File: config.mk
export PLATFORM = sky130hd
export DESIGN_NAME = uwd_stage
export DESIGN_NICKNAME = d
export VERILOG_FILES = /design/src/sv/uwd_pkg.sv /design/src/sv/uwd_stage.sv
export SDC_FILE = /design/constraint.sdc
export NUM_CORES = 1
export LEC_CHECK = 0
export ABC_AREA = 1
export BUFFER_PORTS_ARGS = -buffer_cell sky130_fd_sc_hd__buf_4
export CAP_MARGIN = 25
export CELL_PAD_IN_SITES_DETAIL_PLACEMENT = 1
export CELL_PAD_IN_SITES_GLOBAL_PLACEMENT = 1
export CORE_UTILIZATION = 34
export DETAILED_ROUTE_END_ITERATION = 8
export PLACE_DENSITY_LB_ADDON = 0.1
export SLEW_MARGIN = 20
export SYNTH_ARGS = -nofsm -noshare
export SYNTH_HDL_FRONTEND = slang
export SYNTH_SLANG_ARGS = --single-unit
File: constraint.sdc
create_clock -name i_clk -period 2.4 [get_ports i_clk]
set_input_delay 0.48 -clock i_clk [delete_from_list [all_inputs] [get_ports i_clk]]
set_output_delay 0.48 -clock i_clk [all_outputs]
set_load 0.05 [all_outputs]
File: src/sv/uwd_pkg.sv
// uwd_pkg: shared types and constants for the unsigned divider pipeline
// no dependencies; used by uwd_stage and unsigned_divide_with_remainder
package uwd_pkg;

    // port width of every operand and result field
    localparam int FIELD_W        = 64;
    // default operand width, handed to the top level parameter
    localparam int DATA_WIDTH_DEF = 64;

    // control that travels with each transaction down the pipeline
    typedef struct packed {
        logic valid;
        logic dz;
    } t_ctl;

endpackage

File: src/sv/uwd_stage.sv
// uwd_stage: one restoring division step, produces one quotient bit per cycle
// depends on uwd_pkg for the control struct
module uwd_stage #(
    parameter int WIDTH = 64
) (
    input  logic              i_clk,
    input  logic              i_rst_n,
    input  uwd_pkg::t_ctl     i_ctl,
    input  logic [WIDTH-1:0]  i_rem,
    input  logic [WIDTH-1:0]  i_nq,
    input  logic [WIDTH-1:0]  i_den,
    output uwd_pkg::t_ctl     o_ctl,
    output logic [WIDTH-1:0]  o_rem,
    output logic [WIDTH-1:0]  o_nq,
    output logic [WIDTH-1:0]  o_den
);
    import uwd_pkg::*;

    logic [WIDTH:0]   shifted;
    logic [WIDTH+1:0] diff;
    logic             fits;

    t_ctl             r_ctl;
    logic [WIDTH-1:0] r_rem;
    logic [WIDTH-1:0] r_nq;
    logic [WIDTH-1:0] r_den;
    logic [WIDTH-1:0] n_rem;
    logic [WIDTH-1:0] n_nq;

    // partial remainder takes the next numerator bit from the top of nq
    always_comb begin
        shifted = {i_rem, i_nq[WIDTH-1]};
        diff    = {1'b0, shifted} - {2'b00, i_den};
        fits    = ~diff[WIDTH+1];
        n_rem   = fits ? diff[WIDTH-1:0] : shifted[WIDTH-1:0];
        // numerator bits shift out at the top, quotient bits shift in at the bottom
        n_nq    = {i_nq[WIDTH-2:0], fits};
    end

    always_ff @(posedge i_clk) begin
        if (!i_rst_n) begin
            r_ctl <= '0;
        end else begin
            r_ctl <= i_ctl;
        end
    end

    always_ff @(posedge i_clk) begin
        r_rem <= n_rem;
        r_nq  <= n_nq;
        r_den <= i_den;
    end

    assign o_ctl = r_ctl;
    assign o_rem = r_rem;
    assign o_nq  = r_nq;
    assign o_den = r_den;

endmodule

Word-level counts from Yosys, hierarchy flattened:

Index checks and enable logic that the tools add are counted.

* register bits: 194
* input bits: 196
* output and inout bits: 194
* logic and storage cells: 8

* $add $sub $neg: 1
* multiplexer cells: 1
* bitwise gates (word level): 1

Operator list (number)
* 65-bit by 64-bit subtractor with 66-bit output: 1
* 64-bit two-way mux: 1
* 1-bit inverter: 1

Logic depth before layout (Yosys ltp):

Gate-level depths: netlist (run 1).

* word-level depth: 2
* mapped depth: 19
* gate-level depth less buffers: 17

Worst setup path before layout (run 1):

Ideal clock, no wire load.

* path kind: in2reg
* from: input i_den[56]
* to: register r_rem[55] (netlist: o_rem[55])
* setup time: 0.113 ns
* arrival time: 2.033 ns
* data required time: 2.287 ns
* path slack: 0.255 ns
* cell stages on the path: 14
* cells stage by stage: inv_1 > ha_1 > nand2_1 > inv_2 > a21oi_1 > inv_1 > o21ai_1 > nand3_1 > nor2_4 > nand2_4 > buf_8 > buf_12 > nand3_2 > nand2_1

* word-level cells in the longest chain between the ends: 2

RTL lines
* start, declared: line uwd_stage.sv:11 `input logic [WIDTH-1:0] i_den,`
* 65-bit by 64-bit subtractor with 66-bit output: line uwd_stage.sv:33 `diff = {1'b0, shifted} - {2'b00, i_den};`
* 64-bit two-way mux: line uwd_stage.sv:35 `n_rem = fits ? diff[WIDTH-1:0] : shifted[WIDTH-1:0];`
* named net n_rem[55]: line uwd_stage.sv:27 `logic [WIDTH-1:0] n_rem;`
* end signal, assigned: line uwd_stage.sv:49 `r_rem <= n_rem;`
* end, declared: line uwd_stage.sv:24 `logic [WIDTH-1:0] r_rem;`

The timed path passes the listed nets, and every way through them passes these cells.
A chain may end at the register's enable or synchronous reset.

Final worst setup path (run 1):

* from: input i_rem[33]
* to: register r_rem[59] (netlist: o_rem[59])

* word-level cells in the longest chain between the ends: 2

RTL lines
* start, declared: line uwd_stage.sv:9 `input logic [WIDTH-1:0] i_rem,`
* 65-bit by 64-bit subtractor with 66-bit output: line uwd_stage.sv:33
* 64-bit two-way mux: line uwd_stage.sv:35
* named net n_rem[59]: line uwd_stage.sv:27

The timed path passes the listed nets, and every way through them passes these cells.

==> results of run 1 <==
## where the power goes
group | switching [mW] | internal (mW)
clock | 1.48 | 1.39
sequential | 0.123 | 3.55
combinational | 2.88 | 1.60
total | 4.49 | 6.54
## sequential cells by signal, summed over array words and instances, names as in the netlist
signal	flops
o_ctl	2
o_rem	64
o_nq	64
o_den	64
## synth_stat cells, drive strengths merged
cell type and n:
nand2 697, nand3b 8, inv 385, fa 1
and3 2, ha 64, a21oi 45, dfxtp 194
and2 3, buf 13, nand3 147, nand4 16
clkbuf 7, nor2 118, clkinv 1, xnor2 1
o21bai 1, nor4 6, xor2 30, o21ai 5
nor3 10
## through the flow
stage | cell area [um^2] | power, mW | hold WS [ps] | util (%) | setup WS [ps]
2_1_floorplan | 11000 | 6.23 | 508 | - | 255
3_3_place_gp | 16400 | 8.06 | 584 | 51.6 | -497
3_5_place_dp | 16400 | 8.19 | 585 | 51.6 | -571
4_1_cts | 16900 | 11.1 | 93.2 | 53.4 | 59.5
5_1_grt | 17000 | 11.5 | 91.5 | 53.4 | 6.75
6_report | 17000 | 11.0 | 115 | 53.4 | 127
## cells in the final DEF, fill, tap and decap left out, types with 12 or more instances in the layout
cell / count
nand2_1: 690
buf_4: 639
inv_1: 376
dfxtp_1: 194
nand3_1: 135
nor2_1: 106
ha_1: 64
a21oi_1: 43
xor2_1: 30
clkbuf_16: 17
nand4_1: 15
nand3_2: 12
## what timing repair did
action                     in CTS  in global routing
resized for setup               1                  6
gates cloned                    0                  0
setup endpoints to repair       2                  8
## layout make-up
type,instances,area (um^2)
fill,4259,14800
inverter,386,1450
timing repair buffer,647,4960
multi-input combinational,1154,5590
clock inverter,13,144
sequential,194,3880
tap,402,503
clock buffer,18,429
## routing by layer
layer	up-vias	track usage, %	routed length (um)	share of wire, %
li1	6517	-	-	-
met1	6111	31.8	19500	37
met2	407	60.2	27400	52
met3	139	6.47	2500	4.7
met4	0	20.5	3470	6.5
met5	-	0	0	0
## worst paths after layout
kind              cells past startpoint   endpoint  slack [ps]       from
setup / recovery                     13  o_rem[59]         130  i_rem[33]
hold / removal                        1   o_nq[33]         120   i_nq[32]
## logic make-up after synthesis
group,Yosys count
AO/OA/AOI/OAI,51
XOR/XNOR,31
adder cells (fa/ha/maj),65
buffers and inverters,406
flip-flops,194
AND/OR/NAND/NOR,1007
==> impl_metrics.env, run 1 <==
export IMPL_tritoncts="yes"
export IMPL_fp_dieW_um=182
export IMPL_synth_top_area_cell="dfxtp_1"
export IMPL_timing_critical_path_buf_inv=2
export IMPL_cp_cell_sequence="buf_4, ha_1, nand2_1, nor2_1, buf_4, nand2_1, nand2_1, nand2_1, nand2_1, a21oi_1, nand3_1, nand3_1, nand2_1"
export IMPL_power_density_nw_per_um2=650
export IMPL_yosys_top_cells_area="dfxtp_1, nand2_1, inv_1"
export IMPL_synth_xor_xnor_area_share_pct=2.46
export IMPL_endpoint_kind="flip-flop"
export IMPL_grt_usage_pct=31.9
export IMPL_die_h_um=182
export IMPL_critPathMostFrequentCell="nand2_1"
export IMPL_synth_simple_area_share_pct=38.2
export IMPL_h_tree_depth=4
export IMPL_slowest_stage="ha_1"
export IMPL_hold_class="input port to flip-flop"
export IMPL_port_buffers=389
export IMPL_hpwl_um=44600
export IMPL_antenna_found_initial=1
export IMPL_via_per_inst=4.68
export IMPL_synth_adder_area_share_pct=7.43
export IMPL_path_delay_family="simple AND/OR/NAND/NOR gates"
export IMPL_wl_per_cell_um=18.8
export IMPL_nets=2661
export IMPL_p_leak_nw=10.2
export IMPL_cts_setup_buffers=0
export IMPL_period_needed_ps=2270
export IMPL_syn_cell_area_um2=11000
export IMPL_timing_final_crit_share_pct=94.7
export IMPL_drc=0
export IMPL_yosysWarningCount=0
export IMPL_fin_cells=2814
export IMPL_cp_slowest_stage_delay_ps=350
export IMPL_synth_top_family_by_area="simple AND/OR/NAND/NOR gates"
export IMPL_rows=65
export IMPL_antenna_cells=0
export IMPL_grt_max_degree=45
export IMPL_routed_wl_um=52900
export IMPL_drive_above_1_share_pct=29.9
export IMPL_grt_pass1_wl_um=79000
export IMPL_path_clk_slew_ps=80
export IMPL_worstPathMaxFanout=4
export IMPL_io_pins=390
export IMPL_grt_pass1_vias=14400
export IMPL_postCtsHoldBufs=0
export IMPL_drv_cap=0
export IMPL_first_pass_iters=5
export IMPL_drt_iter0_markers=419
export IMPL_die_area_um2=33200
export IMPL_ir_worst_vdd_mv=0.535
export IMPL_place_congestion=0.930
export IMPL_hold_viol=0
export IMPL_ant_nets=0
export IMPL_synth_compound_area_share_pct=2.40
export IMPL_rsz0062_at_grt="no"
export IMPL_synth_nets=2015
export IMPL_path_class="input port to flip-flop"
export IMPL_root_buffer="clkbuf_16"
export IMPL_grt_overflow=0
export IMPL_finalSetupViolations=0
export IMPL_area_growth_pct=53.5
export IMPL_crit_required_ps=2750
export IMPL_max_freq_ghz=0.440
export IMPL_cts_inserted_buffers=17
export IMPL_seq_area_frac_synth_pct=35.2
export IMPL_slew_headroom_pct=70.9
export IMPL_cts_sinks=194
export IMPL_synthMuxAreaShare_pct=0
export IMPL_postSynthCellCount=1754
export IMPL_status="completed"
export IMPL_slew_viol_final=0
export IMPL_worst_pin_slew_ps=433
export IMPL_num_vias=13200
export IMPL_worstSetupStartpointType="input port"
export IMPL_dp_cells=2783
export IMPL_core_um2=31700
export IMPL_critPathArrivalTime_ps=2620
export IMPL_ys_ff_latch=194
export IMPL_clk_path_buf_depth=2
export IMPL_netlist_area_leader_share_pct=35.2
export IMPL_synthDistinctLibCells=35
export IMPL_tns_ps=0
export IMPL_syn_avg_cell_area_um2=6.30
export IMPL_start_util_pct=34.8
(Power assumes the default switching activity.)
==> run 2, diff against run 1 <==
- BUFFER_PORTS_ARGS: -buffer_cell sky130_fd_sc_hd__buf_4 -> -buffer_cell sky130_fd_sc_hd__buf_2
==> run 2 against run 1 <==
  * Count of clock-buffer cells in the layout unchanged
  * Critical path depth increased by 2
  * Flip-flop and latch count unchanged
  * Sequential share of layout area increased by 1.2 points
  * Critical path type unchanged
  * Critical endpoint is now o_rem[43]
==> impl_metrics.env, run 2 (synthesized netlist as in run 1, its figures left out) <==
export IMPL_status="completed"
export IMPL_hold_class="input port to flip-flop"
export IMPL_period_needed_ps=2260
export IMPL_grt_overflow=0
export IMPL_slew_viol_final=0
export IMPL_critPathMostFrequentCell="nand2_1"
export IMPL_num_vias=13000
export IMPL_first_pass_iters=4
export IMPL_fin_hold_ws_ps=109
export IMPL_path_class="input port to flip-flop"
export IMPL_pre_cts_ws_ps=-380
export IMPL_tns_ps=0
export IMPL_placed_area_um2=15500
export IMPL_power_density_nw_per_um2=674
export IMPL_critPathArrivalTime_ps=2610
export IMPL_drt_iter0_markers=470
export IMPL_port_buffers=389
export IMPL_timing_final_crit_share_pct=94.0
export IMPL_p_leak_nw=9.91
export IMPL_nets=2672
export IMPL_max_freq_ghz=0.443
export IMPL_worst_pin_slew_ps=432
export IMPL_drv_cap=0
export IMPL_post_route_worst_setup_slack_ps=144
export IMPL_h_tree_depth=4
export IMPL_antenna_found_initial=0
export IMPL_finalSetupViolations=0
export IMPL_tritoncts="yes"
export IMPL_cp_slowest_stage_delay_ps=320
export IMPL_core_um2=31700
export IMPL_cp_cell_sequence="buf_2, ha_1, nand2_1, buf_4, nor2_1, buf_4, nand2_1, nand2_1, nand2_1, nand2_1, inv_1, nand3_1, nand2_1, nand3_1, nand2_1"
export IMPL_endpoint_kind="flip-flop"
export IMPL_wl_per_cell_um=17.6
export IMPL_worstSetupStartpointType="input port"
export IMPL_antenna_cells=0
export IMPL_fp_dieW_um=182
export IMPL_place_congestion=0.946
export IMPL_slew_headroom_pct=71.2
export IMPL_grt_pass1_vias=13700
export IMPL_hold_viol=0
export IMPL_io_pins=390
export IMPL_ir_worst_vdd_mv=0.506
export IMPL_area_growth_pct=45.9
export IMPL_layout_commonest_cell="nand2_1"
export IMPL_rows=65
export IMPL_cts_sinks=194
export IMPL_die_h_um=182
export IMPL_hpwl_um=42700
export IMPL_grt_pass1_wl_um=75000
export IMPL_worstPathMaxFanout=3
export IMPL_die_area_um2=33200
export IMPL_grt_max_degree=33
export IMPL_grt_usage_pct=30.2
export IMPL_drc=0
export IMPL_ant_nets=0
export IMPL_crit_required_ps=2750
export IMPL_final_cell_mix="nand2_1, buf_2, inv_1"
export IMPL_slowest_stage="ha_1"
export IMPL_rsz0062_at_grt="no"
export IMPL_start_util_pct=34.8
export IMPL_via_per_inst=4.62
export IMPL_cts_inserted_buffers=17
export IMPL_path_clk_slew_ps=80
export IMPL_clk_path_buf_depth=2
export IMPL_routed_wl_um=49800
export IMPL_fin_area_um2=16100
export IMPL_root_buffer="clkbuf_16"
export IMPL_postCtsHoldBufs=0
export IMPL_drive_above_1_share_pct=30.3
==> run 2: cell count changes in the layout (fill, tap and decap cells not counted), sizes merged <==
cell	delta
buf	+11
clkinvlp	-2
inv	+2
bufinv	+1
==> run 2: path summary, 6_finish.rpt <==
check	from	endpoint	cells after the start	slack [ps]
max	i_rem[31]	o_rem[43]	15	140
min	i_nq[1]	o_nq[2]	1	110
==> run 2: worst max-delay path, delay by kind of cell <==
family                     cells  cell delay (ps)
and+or+nand+nor               10             1260
buffers and inverters          4              530
adders and majority gates      1              320
==> run 2: where the power goes <==
part | switching (mW) | internal, mW | leakage, nW
registers | 0.0937 | 3.55 | 1.64
clock network | 1.46 | 1.51 | 0.297
logic | 2.88 | 1.37 | 7.98
==> run 2: through the flow <==
step | total power, mW | std cells | util, %
5_1_grt | 11.4 | 2826 | 50.8
3_5_place_dp | 7.95 | 2794 | 48.8
2_1_floorplan | 6.23 | 1754 | -
6_report | 10.9 | 2826 | 50.8
3_3_place_gp | 7.85 | 2794 | 48.8
4_1_cts | 11.0 | 2826 | 50.7
==> run 2: area by class of cell <==
| cell class | count | area [um^2] |
|---|---|---|
| Tap cell | 402 | 503 |
| Fill cell | 4389 | 15600 |
| Sequential cell | 194 | 3880 |
| Inverter | 386 | 1450 |
| Clock buffer | 18 | 429 |
| Multi-Input combinational cell | 1154 | 5590 |
| Clock inverter | 14 | 178 |
| Timing Repair Buffer | 658 | 4080 |
==> run 2: timing repair <==
item | in CTS | in global routing
hold endpoints to repair | 0 | 0
setup endpoints to repair | 0 | 3
gates resized for setup | 0 | 4
setup buffers | 0 | 0
==> run 2: metal layers <==
layer  global-route usage, %  wire length [um]  vias to the layer above
li1                        -                 -                     6539
met1                    31.4             19400                     6111
met2                    58.2             26400                      312
met3                    4.79              1730                       83
met4                    14.9              2270                        0
met5                       0                 0                        -
==> run 3, diff against run 2 <==
- PLACE_DENSITY_LB_ADDON: 0.1 -> 0.3
==> run 3 against run 2 <==
  * Combinational power hardly changed
  * Routed wire length is 1.3% higher
  * Critical path depth is 4 higher
  * Via count is 0.89% higher
  * Flip-flop and latch count stayed put
  * First-iteration DRC count is 17% lower
  * Count of clock-buffer cells in the layout is 1 higher
  * Sequential power hardly changed
  * Utilization is 0.41 points higher
  * Worst setup slack worse by 23 ps
  * Fmax is 1.0% lower
  * Critical path type unchanged
  * Largest power group unchanged
==> impl_metrics.env, run 3 (synthesized netlist as in run 1, its figures left out) <==
export IMPL_grt_usage_pct=30.4
export IMPL_via_per_inst=4.61
export IMPL_period_needed_ps=2280
export IMPL_worstSetupStartpointType="input port"
export IMPL_final_util_pct=51.2
export IMPL_rows=65
export IMPL_h_tree_depth=4
export IMPL_port_buffers=389
export IMPL_cts_setup_buffers=0
export IMPL_root_buffer="clkbuf_16"
export IMPL_clk_path_buf_depth=2
export IMPL_multi_input_area_um2=5590
export IMPL_start_util_pct=34.8
export IMPL_num_vias=13200
export IMPL_core_um2=31700
export IMPL_drv_cap=0
export IMPL_critPathArrivalTime_ps=2700
export IMPL_postCtsHoldBufs=0
export IMPL_drc=0
export IMPL_endpoint_kind="flip-flop"
export IMPL_ant_nets=0
export IMPL_nFillCells=4403
export IMPL_slew_headroom_pct=70.4
export IMPL_hold_class="input port to flip-flop"
export IMPL_max_freq_ghz=0.439
export IMPL_area_growth_pct=47.1
export IMPL_worst_pin_slew_ps=444
export IMPL_cts_sinks=194
export IMPL_die_area_um2=33200
export IMPL_pre_cts_ws_ps=-525
export IMPL_holdPathStages=1
export IMPL_wl_per_cell_um=17.7
export IMPL_nets=2698
export IMPL_antenna_found_initial=1
export IMPL_slew_viol_final=0
export IMPL_status="completed"
export IMPL_seqCellArea_um2=3880
export IMPL_grt_overflow=0
export IMPL_rsz0062_at_grt="yes"
export IMPL_grt_max_degree=41
export IMPL_first_pass_iters=5
export IMPL_globalRouteMet2Util_pct=57.9
export IMPL_place_congestion=0.906
export IMPL_layout_commonest_cell="nand2_1"
export IMPL_die_h_um=182
export IMPL_crit_required_ps=2820
export IMPL_finalSetupViolations=0
export IMPL_cts_inserted_buffers=17
export IMPL_dp_cells=2820
export IMPL_fp_dieW_um=182
export IMPL_path_clk_slew_ps=90
export IMPL_busiest_layer="met2"
export IMPL_tritoncts="yes"
export IMPL_hold_end="o_nq[13]"
export IMPL_post_route_worst_setup_slack_ps=121
export IMPL_routed_wl_um=50400
export IMPL_worstHoldStart="i_nq[12]"
export IMPL_ir_worst_vdd_mv=0.554
export IMPL_drt_iter0_markers=392
export IMPL_io_pins=390
export IMPL_hold_viol=0
export IMPL_p_leak_nw=10.0
export IMPL_power_density_nw_per_um2=667
export IMPL_drive_above_1_share_pct=31.1
export IMPL_grt_pass1_wl_um=76700
export IMPL_met3_usage_pct=4.11
export IMPL_use_met1_pct=33.2
export IMPL_timing_final_crit_share_pct=95.0
export IMPL_path_class="input port to flip-flop"
export IMPL_fin_cells=2853
export IMPL_worstPathMaxFanout=4
export IMPL_hpwl_um=42500
export IMPL_final_cell_mix="nand2_1, buf_2, inv_1"
export IMPL_grt_pass1_vias=14100
run 3: worst max-delay path by stage:
| stage | endpoint | startpoint | depth (start not counted) | slack [ps] |
|---|---|---|---|---|
| final | o_rem[60] | i_nq[63] | 19 | 120 |
| after global placement | o_rem[60] | i_nq[63] | 18 | -530 |
| after floorplan | o_rem[55] | i_den[56] | 14 | 250 |
| after detailed placement | o_rem[60] | i_nq[63] | 19 | -520 |
| after global routing | o_rem[60] | i_nq[63] | 19 | -30 |
| after CTS | o_rem[60] | i_nq[63] | 19 | 40 |
run 3: timing repair:
item	in CTS	in global routing
endpoints found under the setup margin	1	40
endpoints found under the hold margin	0	0
gates resized for setup	2	3
run 3: metal layers:
layer	vias to the layer above	routed length, um
met5	-	0
met4	0	1980
met3	73	1580
met2	294	26400
met1	6211	20400
li1	6583	-
run 3: area by class of cell:
type | count | share of cell area [%]
Antenna cell | 1 | 0.0154
Clock buffer | 19 | 2.73
Multi-Input combinational cell | 1154 | 34.4
Inverter | 386 | 8.92
Timing Repair Buffer | 684 | 26.0
Tap cell | 402 | 3.10
Sequential cell | 194 | 23.9
Clock inverter | 13 | 0.971
run 3: through the flow:
| stage | setup TNS, ps | total power, mW | cell area (um^2) | hold slack [ps] |
|---|---|---|---|---|
| 2_1_floorplan | 0 | 6.23 | 11000 | 508 |
| 3_3_place_gp | -18300 | 7.81 | 15600 | 582 |
| 3_5_place_dp | -19940 | 7.92 | 15600 | 584 |
| 4_1_cts | 0 | 10.9 | 16200 | 83.2 |
| 5_1_grt | -25.2 | 11.4 | 16200 | 84.6 |
| 6_report | 0 | 10.8 | 16200 | 100 |
run 3: critical path, cell delays in order:
cell     delay, ps
buf_2           90
inv_1           60
ha_1           140
inv_1           60
fa_1           400
nand3_1        120
nand3_2        110
nand2_1         90
nand2_2        100
buf_4          160
nand2_1         50
nand2_1        110
nand2_1        100
nand2_2         90
nand2_2        130
nand2_1        100
nand2_1        130
nand3_1        100
nand2_1         70
run 3: power breakdown:
group / switching (mW) / internal (mW)
combinational: 2.85 / 1.37
sequential: 0.106 / 3.55
clock: 1.53 / 1.43
